**src/hw/rtl/salc_pkg.sv**
```systemverilog
// shared item types and codes for the set-associative lru cache
package salc_pkg;

  localparam int ADDR_FIELD_BITS = 16;
  localparam int DATA_FIELD_BITS = 32;

  localparam logic CMD_READ  = 1'b0;
  localparam logic CMD_WRITE = 1'b1;

  typedef struct packed {
    logic                               command;
    logic        [ADDR_FIELD_BITS-1:0]  address;
    logic signed [DATA_FIELD_BITS-1:0]  write_data;
  } req_item_t;

  typedef struct packed {
    logic                               hit;
    logic signed [DATA_FIELD_BITS-1:0]  read_data;
  } rsp_item_t;

endpackage

```
**src/hw/rtl/set_assoc_lru_cache_unit.sv**
```systemverilog
// Set-associative cache with true lru replacement, one access per item.
// The cache holds SETS sets of WAYS ways; set = address mod SETS, tag = address / SETS.
// Sustained rate is one item per cycle while results are taken; an accepted item goes through
// address split, set row read, and lookup and update into the result register.
// The rate is set by the per-set row memory: one row read and one row write each cycle,
// with a bypass from the row just written to the row just read.
// After reset a clearing pass writes every row empty; req_ready stays low during it.
module set_assoc_lru_cache_unit #(
  parameter int SETS      = 4,
  parameter int WAYS      = 2,
  parameter int ADDR_BITS = 16,
  parameter int DATA_BITS = 32
) (
  input  logic                 clk,
  input  logic                 rst,
  input  logic                 req_valid,
  output logic                 req_ready,
  input  salc_pkg::req_item_t  req,
  output logic                 rsp_valid,
  input  logic                 rsp_ready,
  output salc_pkg::rsp_item_t  rsp
);

  import salc_pkg::*;

  localparam int LOG_SETS   = $clog2(SETS);
  localparam int FLOOR_LOG  = $clog2(SETS + 1) - 1;
  localparam int SET_BITS   = (SETS > 1) ? LOG_SETS : 1;
  localparam int TAG_RAW    = ADDR_BITS - FLOOR_LOG;
  localparam int TAG_BITS   = (TAG_RAW > 1) ? TAG_RAW : 1;
  localparam int RW         = (WAYS > 1) ? $clog2(WAYS) : 1;
  localparam int WIDX       = (WAYS > 1) ? $clog2(WAYS) : 1;
  localparam int LINE_W     = 1 + RW + TAG_BITS + DATA_BITS;
  localparam int ROW_W      = WAYS * LINE_W;
  localparam int PROD_W     = 2 * ADDR_BITS + 1;
  localparam int SHIFT      = ADDR_BITS + LOG_SETS;
  localparam int AW         = (ADDR_BITS > SET_BITS) ? ADDR_BITS : SET_BITS;
  localparam int AX         = (ADDR_BITS > ADDR_FIELD_BITS) ? ADDR_BITS : ADDR_FIELD_BITS;
  localparam int DX         = (DATA_BITS > DATA_FIELD_BITS) ? DATA_BITS : DATA_FIELD_BITS;

  localparam logic [63:0]        POW_SHIFT = 64'd1 << SHIFT;
  localparam logic [63:0]        MAGIC64   = (POW_SHIFT + 64'(SETS) - 64'd1) / 64'(SETS);
  localparam logic [ADDR_BITS:0] MAGIC     = MAGIC64[ADDR_BITS:0];
  localparam logic [RW-1:0]      RANK_LAST = RW'(WAYS - 1);
  localparam logic [SET_BITS-1:0] SET_LAST = SET_BITS'(SETS - 1);

  // clearing pass
  logic                clearing;
  logic [SET_BITS-1:0] clr_idx;

  // pipeline control
  logic v0, v1, v2;
  logic en_out, en2, en1, free0, free1, free2;

  // stage 0: accepted item
  logic                 cmd0;
  logic [ADDR_BITS-1:0] addr0;
  logic [DATA_BITS-1:0] wdata0;
  logic [AX-1:0]        addr_ext;
  logic [DX-1:0]        wdata_ext;
  logic [PROD_W-1:0]    product0;
  logic [PROD_W-1:0]    quot_full0;

  // stage 1: tag known, set row read
  logic                 cmd1;
  logic [ADDR_BITS-1:0] addr1;
  logic [TAG_BITS-1:0]  tag1;
  logic [DATA_BITS-1:0] wdata1;
  logic [AW-1:0]        rem1;
  logic [SET_BITS-1:0]  set1;

  // stage 2: lookup and update
  logic                 cmd2;
  logic [TAG_BITS-1:0]  tag2;
  logic [SET_BITS-1:0]  set2;
  logic [DATA_BITS-1:0] wdata2;
  logic                 byp_hit;
  logic [ROW_W-1:0]     byp_row;
  logic [ROW_W-1:0]     ram_row;
  logic [ROW_W-1:0]     row2;
  logic [ROW_W-1:0]     new_row;

  logic [WAYS-1:0]      cur_valid;
  logic [RW-1:0]        cur_rank [WAYS];
  logic [TAG_BITS-1:0]  cur_tag  [WAYS];
  logic [DATA_BITS-1:0] cur_data [WAYS];
  logic [WAYS-1:0]      new_valid;
  logic [RW-1:0]        new_rank [WAYS];
  logic [TAG_BITS-1:0]  new_tag  [WAYS];
  logic [DATA_BITS-1:0] new_data [WAYS];

  logic [WAYS-1:0]      hit_vec;
  logic                 found;
  logic [WIDX-1:0]      found_idx;
  logic                 any_free;
  logic [WIDX-1:0]      free_idx;
  logic                 lru_found;
  logic [WIDX-1:0]      lru_idx;
  logic [WIDX-1:0]      tgt;
  logic                 do_touch;
  logic                 inc_all;
  logic [RW-1:0]        tgt_rank;
  logic [DX-1:0]        rdata_ext;
  logic [DATA_FIELD_BITS-1:0] read_data2;

  // ram ports
  logic                 ram_we;
  logic [SET_BITS-1:0]  ram_waddr;
  logic [ROW_W-1:0]     ram_wdata;

  // handshake and stage movement
  assign en_out    = v2 && (!rsp_valid || rsp_ready);
  assign free2     = !v2 || en_out;
  assign en2       = v1 && free2;
  assign free1     = !v1 || en2;
  assign en1       = v0 && free1;
  assign free0     = !v0 || en1;
  assign req_ready = free0 && !clearing;

  always_ff @(posedge clk) begin
    if (rst) begin
      v0        <= 1'b0;
      v1        <= 1'b0;
      v2        <= 1'b0;
      rsp_valid <= 1'b0;
      clearing  <= 1'b1;
      clr_idx   <= '0;
    end else begin
      if (req_valid && req_ready) begin
        v0 <= 1'b1;
      end else if (en1) begin
        v0 <= 1'b0;
      end
      if (en1) begin
        v1 <= 1'b1;
      end else if (en2) begin
        v1 <= 1'b0;
      end
      if (en2) begin
        v2 <= 1'b1;
      end else if (en_out) begin
        v2 <= 1'b0;
      end
      if (en_out) begin
        rsp_valid <= 1'b1;
      end else if (rsp_ready) begin
        rsp_valid <= 1'b0;
      end
      if (clearing) begin
        if (clr_idx == SET_LAST) begin
          clearing <= 1'b0;
        end
        clr_idx <= clr_idx + 1'b1;
      end
    end
  end

  // stage 0
  assign addr_ext  = AX'(req.address);
  assign wdata_ext = DX'($unsigned(req.write_data));

  always_ff @(posedge clk) begin
    if (req_valid && req_ready) begin
      cmd0   <= req.command;
      addr0  <= addr_ext[ADDR_BITS-1:0];
      wdata0 <= wdata_ext[DATA_BITS-1:0];
    end
  end

  // tag = address / SETS by reciprocal multiply
  assign product0   = PROD_W'(addr0) * PROD_W'(MAGIC);
  assign quot_full0 = product0 >> SHIFT;

  always_ff @(posedge clk) begin
    if (en1) begin
      cmd1   <= cmd0;
      addr1  <= addr0;
      tag1   <= quot_full0[TAG_BITS-1:0];
      wdata1 <= wdata0;
    end
  end

  // stage 1: set = address - tag * SETS
  assign rem1 = AW'(addr1) - AW'(tag1) * AW'(SETS);
  assign set1 = rem1[SET_BITS-1:0];

  always_ff @(posedge clk) begin
    if (en2) begin
      cmd2    <= cmd1;
      tag2    <= tag1;
      set2    <= set1;
      wdata2  <= wdata1;
      byp_hit <= en_out && (set2 == set1);
    end
    if (en_out) begin
      byp_row <= new_row;
    end
  end

  assign ram_we    = clearing || en_out;
  assign ram_waddr = clearing ? clr_idx : set2;
  assign ram_wdata = clearing ? '0 : new_row;

  salc_ram #(
    .WIDTH (ROW_W),
    .DEPTH (SETS)
  ) u_row_ram (
    .clk   (clk),
    .we    (ram_we),
    .waddr (ram_waddr),
    .wdata (ram_wdata),
    .re    (en2),
    .raddr (set1),
    .rdata (ram_row)
  );

  // stage 2: lookup
  assign row2 = byp_hit ? byp_row : ram_row;

  always_comb begin
    for (int i = 0; i < WAYS; i++) begin
      cur_valid[i] = row2[i*LINE_W + LINE_W - 1];
      cur_rank[i]  = row2[i*LINE_W + DATA_BITS + TAG_BITS +: RW];
      cur_tag[i]   = row2[i*LINE_W + DATA_BITS +: TAG_BITS];
      cur_data[i]  = row2[i*LINE_W +: DATA_BITS];
      hit_vec[i]   = cur_valid[i] && (cur_tag[i] == tag2);
    end
  end

  always_comb begin
    found     = 1'b0;
    found_idx = '0;
    any_free  = 1'b0;
    free_idx  = '0;
    lru_found = 1'b0;
    lru_idx   = '0;
    for (int i = 0; i < WAYS; i++) begin
      if (hit_vec[i] && !found) begin
        found     = 1'b1;
        found_idx = WIDX'(i);
      end
      if (!cur_valid[i] && !any_free) begin
        any_free = 1'b1;
        free_idx = WIDX'(i);
      end
      if (cur_valid[i] && (cur_rank[i] == RANK_LAST) && !lru_found) begin
        lru_found = 1'b1;
        lru_idx   = WIDX'(i);
      end
    end
  end

  // stage 2: update of the set row
  always_comb begin
    priority if (found) begin
      tgt = found_idx;
    end else if (any_free) begin
      tgt = free_idx;
    end else begin
      tgt = lru_idx;
    end
    do_touch = found || (cmd2 == CMD_WRITE);
    inc_all  = (cmd2 == CMD_WRITE) && !found && any_free;
    tgt_rank = cur_rank[tgt];
    for (int i = 0; i < WAYS; i++) begin
      new_valid[i] = cur_valid[i];
      new_rank[i]  = cur_rank[i];
      new_tag[i]   = cur_tag[i];
      new_data[i]  = cur_data[i];
      if (do_touch) begin
        if (WIDX'(i) == tgt) begin
          new_rank[i] = '0;
        end else if (cur_valid[i] && (inc_all || (cur_rank[i] < tgt_rank))) begin
          new_rank[i] = cur_rank[i] + 1'b1;
        end
      end
      if ((cmd2 == CMD_WRITE) && (WIDX'(i) == tgt)) begin
        new_valid[i] = 1'b1;
        new_data[i]  = wdata2;
        if (!found) begin
          new_tag[i] = tag2;
        end
      end
    end
  end

  always_comb begin
    for (int i = 0; i < WAYS; i++) begin
      new_row[i*LINE_W +: LINE_W] = {new_valid[i], new_rank[i], new_tag[i], new_data[i]};
    end
  end

  assign rdata_ext  = DX'(cur_data[found_idx]);
  assign read_data2 = ((cmd2 == CMD_READ) && found) ? rdata_ext[DATA_FIELD_BITS-1:0] : '0;

  always_ff @(posedge clk) begin
    if (en_out) begin
      rsp.hit       <= found;
      rsp.read_data <= signed'(read_data2);
    end
  end

  // no item may be in flight while the rows are being cleared
  a_clear_empty: assert property (@(posedge clk) disable iff (rst)
    clearing |-> (!v0 && !v1 && !v2 && !rsp_valid))
    else $error("item in flight during clearing pass");

  // a tag is present at most once in a set
  a_tag_unique: assert property (@(posedge clk) disable iff (rst)
    v2 |-> $onehot0(hit_vec))
    else $error("duplicate tag in set");

  // reads never change which lines are valid
  a_read_keeps_valid: assert property (@(posedge clk) disable iff (rst)
    (v2 && (cmd2 == CMD_READ)) |-> (new_valid == cur_valid))
    else $error("read changed valid bits");

  // a write miss into a set with a free way adds exactly one line
  a_fill_adds_one: assert property (@(posedge clk) disable iff (rst)
    (v2 && inc_all) |-> ($countones(new_valid) == $countones(cur_valid) + 1))
    else $error("fill did not add one line");

endmodule

```
**src/hw/rtl/salc_ram.sv**
```systemverilog
// generic simple dual-port ram with registered read
module salc_ram #(
  parameter int WIDTH = 8,
  parameter int DEPTH = 4
) (
  input  logic                                    clk,
  input  logic                                    we,
  input  logic [(DEPTH > 1 ? $clog2(DEPTH) : 1)-1:0] waddr,
  input  logic [WIDTH-1:0]                        wdata,
  input  logic                                    re,
  input  logic [(DEPTH > 1 ? $clog2(DEPTH) : 1)-1:0] raddr,
  output logic [WIDTH-1:0]                        rdata
);

  logic [WIDTH-1:0] mem [DEPTH];

  always_ff @(posedge clk) begin
    if (we) begin
      mem[waddr] <= wdata;
    end
    if (re) begin
      rdata <= mem[raddr];
    end
  end

endmodule

```
**config.mk**
```make
export PLATFORM = sky130hd
export DESIGN_NAME = set_assoc_lru_cache_unit
export DESIGN_NICKNAME = d
export VERILOG_FILES = /design/src/hw/rtl/salc_pkg.sv /design/src/hw/rtl/set_assoc_lru_cache_unit.sv /design/src/hw/rtl/salc_ram.sv
export SDC_FILE = /design/constraint.sdc
export NUM_CORES = 1
export LEC_CHECK = 0
export BUFFER_PORTS_ARGS = -buffer_cell sky130_fd_sc_hd__buf_2
export CAP_MARGIN = 20
export CORE_MARGIN = 1.5
export CORE_UTILIZATION = 40
export DETAILED_ROUTE_END_ITERATION = 8
export PLACE_DENSITY = 0.57
export SETUP_SLACK_MARGIN = 0.4
export SLEW_MARGIN = 15
export SYNTH_ARGS = -nofsm -noshare
export SYNTH_HDL_FRONTEND = slang
export SYNTH_SLANG_ARGS = --single-unit
```
**constraint.sdc**
```tcl
create_clock -name clk -period 19.92 [get_ports clk]
set_input_delay 0.996 -clock clk [delete_from_list [all_inputs] [get_ports clk]]
set_output_delay 0.996 -clock clk [all_outputs]
set_load 0.01 [all_outputs]
```
Word level (Yosys, flattened, before mapping). Memory sizes are Yosys's and may differ from the RTL's. A register that Yosys moved wholly into a read port is not among the register bits. Index checks and enable logic that the tools add are counted.

Add/sub/neg operators: 4. Order comparisons: 4. Equality and inequality tests: 4. Muxes and demuxes: 45. Bitwise gates (word level): 4. Reductions and logical operators: 41.

Operators with widths (number): 96-bit 2-to-1 mux (2); 32-bit 2-to-1 mux (5); 14-bit 2-to-1 mux (4); 1-bit 2-to-1 mux (33); 14-bit == test (2); 1-bit logical AND (20); 1-bit zero test (9); 1-bit logical OR (8); 2-bit nonzero test (4); 2-bit greater-or-equal comparator (second input constant) (2); 1-bit NOT with 2-bit output (2); 1-bit adder (second input constant) (2); 2-bit by 1-bit adder with 2-bit output (second input constant) (1); 2-bit == test (1); 2-bit == test (second input constant) (1); 1-bit < comparator (2); 2-bit 2-to-1 mux (1); 1-bit NOT (2); 2-bit by 1-bit subtractor with 2-bit output (second input constant) (1).

Flip-flop bits (word level): 284. RAM bits: 384. Input bits: 53. Output and inout port bits: 35. Memories kept: 1.

Memory list: u_row_ram.mem (depth 4, bits a word 96, rd ports 1, clocked after memory_dff 1, wr ports 1, line salc_ram.sv:15) `logic [WIDTH-1:0] mem [DEPTH];`.

Longest topological paths before layout.
Depth after elaboration: 19. Mapped depth: 12. Gate-level depth less buffers: 6.

Cells and area by module. From an unflattened synthesis, not the netlist that was laid out.

Cells, all modules: 1594. Area total of the unflattened synthesis: 30201.5 sq um.

Modules (own cells, without submodules): salc_ram (times used 1, cells each 602, area an instance 16772.3 sq um, sequential area each 14413.8 sq um); set_assoc_lru_cache_unit (times used 1, cells each 992, area an instance 13429.1 sq um, sequential area each 8458.1 sq um).

Least setup slack after synthesis. Ideal clock, no wire load.

Kind: input port to flip-flop. Start: input port rsp_ready. End: register byp_hit, enable pin. Data arrival time: 11609 ps. Path slack: 7436 ps. Cell stages on the path: 2. Path through: nor2b_1 a21boi_0.

Cells in the longest elaborated chain, start to end: 4.

RTL lines: start, declared (line set_assoc_lru_cache_unit.sv:20) `input logic rsp_ready,`; 1-bit logical OR (line set_assoc_lru_cache_unit.sv:112) `assign en_out = v2 && (!rsp_valid || rsp_ready);`; 1-bit logical AND (line set_assoc_lru_cache_unit.sv:112); 1-bit logical OR (line set_assoc_lru_cache_unit.sv:113) `assign free2 = !v2 || en_out;`; 1-bit logical AND (line set_assoc_lru_cache_unit.sv:114) `assign en2 = v1 && free2;`; named net en2 (line set_assoc_lru_cache_unit.sv:53) `logic en_out, en2, en1, free0, free1, free2;`; end signal, assigned (line set_assoc_lru_cache_unit.sv:193) `byp_hit <= en_out && (set2 == set1);`; end, declared (line set_assoc_lru_cache_unit.sv:77) `logic byp_hit;`.

The timed path passes the listed nets, and every way through them passes these cells. A chain may end at the register's enable or synchronous reset.

Worst setup path after layout.
Start: register byp_hit. End: register rsp[26] (netlist name), data pin.

Cells in the longest elaborated chain, start to end: 11.

RTL lines: 96-bit 2-to-1 mux * (line set_assoc_lru_cache_unit.sv:218) `assign row2 = byp_hit ? byp_row : ram_row;`; 14-bit == test (line set_assoc_lru_cache_unit.sv:226) `hit_vec[i] = cur_valid[i] && (cur_tag[i] == tag2);`; 1-bit logical AND (line set_assoc_lru_cache_unit.sv:226); 1-bit 2-to-1 mux (line set_assoc_lru_cache_unit.sv:238) `if (hit_vec[i] && !found) begin`; 1-bit zero test (line set_assoc_lru_cache_unit.sv:238); 1-bit logical AND (line set_assoc_lru_cache_unit.sv:238); 1-bit 2-to-1 mux (line set_assoc_lru_cache_unit.sv:238); 1-bit NOT with 2-bit output (implied by the code) (line set_assoc_lru_cache_unit.sv:293) `assign rdata_ext = DX'(cur_data[found_idx]);`; 32-bit 2-to-1 mux (implied by the code) (3 in a row) (line set_assoc_lru_cache_unit.sv:293); end, declared (line set_assoc_lru_cache_unit.sv:21) `output salc_pkg::rsp_item_t rsp`.

Mark *: on every way between the ends. The rest lies on a longest branch, timed or not. The select of a mux whose other input is x is not followed.

==> results by stage <==
Timing:
- Across the routed clock network, the largest skew measured is ~0.049 ns.
- Setup repair after global routing left no endpoint under its margin.
- Of the available clock period, the critical path in the final layout requires 25.57%.
- The clock period minus worst slack is 5.094 ns.
- The final hold violation count is 0.
- The worst pin sits at a relative slew slack of between 20% and 30%.
- The max-slew violation count came to 0.
- For the pin with the worst max-slew slack, the measured transition is around 1.1 ns.
- The achievable clock frequency is 196.3 MHz.
- After routing, the total negative slack on setup checks comes to 0 ns.
- The count of final setup violators is 0.

Final layout:
- The final standard cell utilization of the core is roughly 46%.
- The final instance area is 35660 µm².
- The count of nets after finishing is roughly 1900.
- The area growth from synthesis to layout is 13.24%.
- Leaving out fill and tap cells, the most frequent cell in the layout is edfxtp_1.
- In the layout the commonest cells are edfxtp_1, mux4_2, mux2_2.
- 0 antenna diodes ended up in the layout.
- The share of layout cells above drive strength 1 is between 20% and 30%.

Floorplanning:
- The die area is 80410 µm².
- Pin placement for this block handled a little under 90 I/O pins.
- Once the floorplan was initialized, standard cells occupied 40.51% of the core.
- The die is 283.6 µm wide.
- The number of standard-cell rows in the floorplan is just over 100.
- The core region area is approximately 78000 µm².
- Measured along the y axis, the die boundary spans 283.6 µm.

Global routing:
- The total global routing overflow is 0.
- The number of antenna violations at the first check in global routing is 0.
- The global router's overall resource usage is roughly 18%.
- The number of global-route vias before repair came to approximately 17000.
- Entering global routing, the biggest net connects between 100 and 150 pins.
- The first global-routing pass estimated 106.7 mm of wire.

Setup path:
- The maximum cell stage delay along the critical path is between 0.8 and 0.9 ns.
- The worst reg2reg path depth is 9.
- The slowest cell on the critical path is buf_4.
- The launch point of the worst reg-to-reg path is byp_hit.
- The largest driver fanout on the critical path is 60.
- The most frequent cell on the critical path is buf_4.
- The worst register-to-register path ends at rsp[26].
- The register-to-register setup slack is between 10 and 15 ns.
- The endpoint arrival time on the critical path is 5.55 ns.
- For the worst setup path, the data required time is 20.38 ns.
- The worst setup path is launched from a flip-flop.
- STA classifies the critical path endpoint as a flip-flop.
- The type of the worst setup path is flip-flop to flip-flop.
- The critical path goes through buf_4 -> buf_4 -> mux2i_1 -> xnor2_1 -> nor4_2 -> and4_4 -> nand3_2 -> buf_4 -> o2111ai_1.

Placement:
- The number of buffers inserted by port buffering is 87.
- Summing all placed instances gives a cell area of roughly 33000 µm².
- Routability-driven placement finished with a final weighted congestion of about 0.73.
- The half-perimeter wire length of the detailed placement result is between 30 and 40 mm.

Route:
- In this run, the number of DRC markers left after iteration 0 of detailed routing was 1336.
- After detailed routing, the average wire length per cell comes to 24.03 µm.
- The total detailed-routing wirelength is just over 70 mm.
- Dividing the detail-routed via count by the number of cells gives 5.504.
- For this run, the detailed router's first-pass iteration total came to 5.
- The total via count in the routed design is ~16000.
- The residual DRC count is 0.
- The remaining antenna violation count after routing is 0.

Clocking:
- The library cell used as clock root buffer is clkbuf_16.
- The clock tree synthesis step divided the H-tree into 3 levels.
- TritonCTS built the clock tree.
- Gates resized during post-CTS repair numbered 0.
- The clock transition time at the flip-flop clock pins of the worst setup and hold paths is around 0.060 ns.
- The clock drives roughly 760 sinks.
- The number of hold-repair buffers added at the cts stage is 0.
- The post-CTS repair timing setup buffer count is 0.
- The clock buffer count from CTS is between 80 and 90.
- No sink is reached through more buffers than the 3 on the longest clock path.
- The clock reaches the later pin of the worst-skew pair after 0.65 ns.

Power and ir drop:
- The maximum resistive drop on vdd is around 0.000055 V.
- Power spread over the standard cell area amounts to 104.3 nW/µm².
- For this design the static power due to leakage is around 12 nW.

Yosys:
- The most used flip-flop cell after synthesis is edfxtp_1.
- Counting every net in the synthesized netlist gives approximately 1800.
- The share of flip-flops with an asynchronous set or reset after synthesis is 0%.
- The number of synthesized register bits is 764.
- The count of mapped cells out of synthesis is roughly 1700.
- The number of warnings printed during yosys synthesis is 0.
- In this run the mean area of a mapped cell was approximately 18 µm².
- The number of enable flip-flop cells after synthesis is roughly 760.
- The top-area cell type share of the netlist area is about 72%.
- The largest total area in the synthesized netlist belongs to edfxtp_1.
- The share of the Yosys chip area taken by registers is between 70 and 80%.
- Summing every instance area after synthesis gives roughly 31000 µm².
- In this run, distinct cell masters in the synthesized netlist total 54.
- Yosys attributes the largest share of cell area to edfxtp_1, mux4_2, mux2_2, mux2i_1, mux2_4.

Worst hold path:
- The startpoint identified for the worst hold timing path is wdata0[11].
- The worst hold path was traced through 0 stages.
- The worst hold endpoint is wdata1[11].
- In this run the worst hold path is classified as flip-flop to flip-flop.

Flow run:
- Across the run, the number of max-cap violations was 0.

Status:
- The flow ran to the end, and the final reports show no timing, DRC or antenna violations.
[area by class of cell]
| class | instances | area (µm²) |
|---|---|---|
| clock inverter | 47 | 460.4 |
| sequential | 764 | 22880 |
| clock buffer | 107 | 2240 |
| inverter | 80 | 305.3 |
| fill | 6518 | 42060 |
| multi-input combinational | 770 | 7755 |
| tap | 1040 | 1301 |
| timing repair buffer | 120 | 720.7 |
[report_power, final]
| part | internal (mW) | leakage [nW] | switching (mW) |
|---|---|---|---|
| logic | 0.0785 | 3.23 | 0.144 |
| clock network | 0.879 | 1.31 | 0.634 |
| registers | 1.95 | 7.10 | 0.0391 |
| total | 2.90 | 11.6 | 0.816 |
[kinds of logic after synthesis]
kind of cell / Yosys count / synth area share (%)
buffers and inverters: 202 / 3.016
adder cells (fa/ha/maj): 1 / 0.03973
multiplexers: 310 / 14.58
AO/OA/AOI/OAI: 162 / 4.216
XOR/XNOR: 33 / 0.9179
AND/OR/NAND/NOR: 264 / 4.597
flip-flops: 764 / 72.63
[synth_stat cells, types with 2 or more instances]
cell type and count:
a221oi_1 32, nand3_1 68, mux2_2 92, buf_4 16, xnor2_1 31, nand3b_1 2, a311oi_2 5, a31oi_1 34
edfxtp_1 757, mux2i_1 79, mux2_4 30, clkbuf_1 62, a21oi_1 11, nand4_1 35, nor2b_1 40, buf_1 14
o21ai_0 4, inv_1 80, a211oi_1 3, buf_6 15, a311oi_1 28, and4_1 2, nor2_1 55, mux2i_2 2
mux2_1 11, nand2_1 7, nor4_1 5, nor4_2 3, nor3_1 4, xor2_1 2, o2111ai_1 33, nand2b_1 13
dfxtp_1 7, or2_2 24, buf_2 15, a32oi_1 2, mux4_2 96
[worst max path at each step]
stage                     endpoint  slack (ns)       from
after detailed placement   rsp[26]       14.81    byp_hit
after global routing       rsp[25]       14.53    byp_hit
after CTS                  rsp[26]       14.78    byp_hit
final                      rsp[26]       14.83    byp_hit
after global placement     rsp[20]       14.94    byp_hit
after floorplan            byp_hit        7.44  rsp_ready
[per-stage QoR]
step	instances	power (mW)	setup WS (ns)	hold WS, ns
2_1_floorplan	1736	2.178	7.436	0.4003
3_3_place_gp	2771	2.234	14.94	0.4006
6_report	2928	3.719	14.83	0.4148
3_5_place_dp	2771	2.250	14.81	0.4045
4_1_cts	2925	3.764	14.78	0.4183
5_1_grt	2928	3.851	14.53	0.4185
[state kept, by name, summed over array words and instances (netlist names), 14 cells and up]
signal	flops
tag2	14
addr0	16
u_row_ram.rdata	96
rsp	33
wdata2	32
wdata1	32
wdata0	32
tag1	14
byp_row	96
u_row_ram.mem	384
[critical path: cells and delay by family (launching register included)]
| kind | cells | cell delay [ns] |
|---|---|---|
| and+or+nand+nor | 3 | 2.00 |
| muxes | 1 | 0.38 |
| xor gates and xnor gates | 1 | 0.12 |
| DFF | 1 | 0.36 |
| buffers and inverters | 3 | 1.75 |
| AOI/OAI and AO/OA | 1 | 0.22 |
[per-layer routing]
metal	routed length (µm)	vias to the layer above	GRT usage [%]
li1	-	7151	-
met1	31500	8452	24.24
met2	34200	442	29.14
met3	3519	70	2.717
met4	1139	0	4.666
met5	0	-	0
No activity file was read; power rests on OpenSTA's default activity.
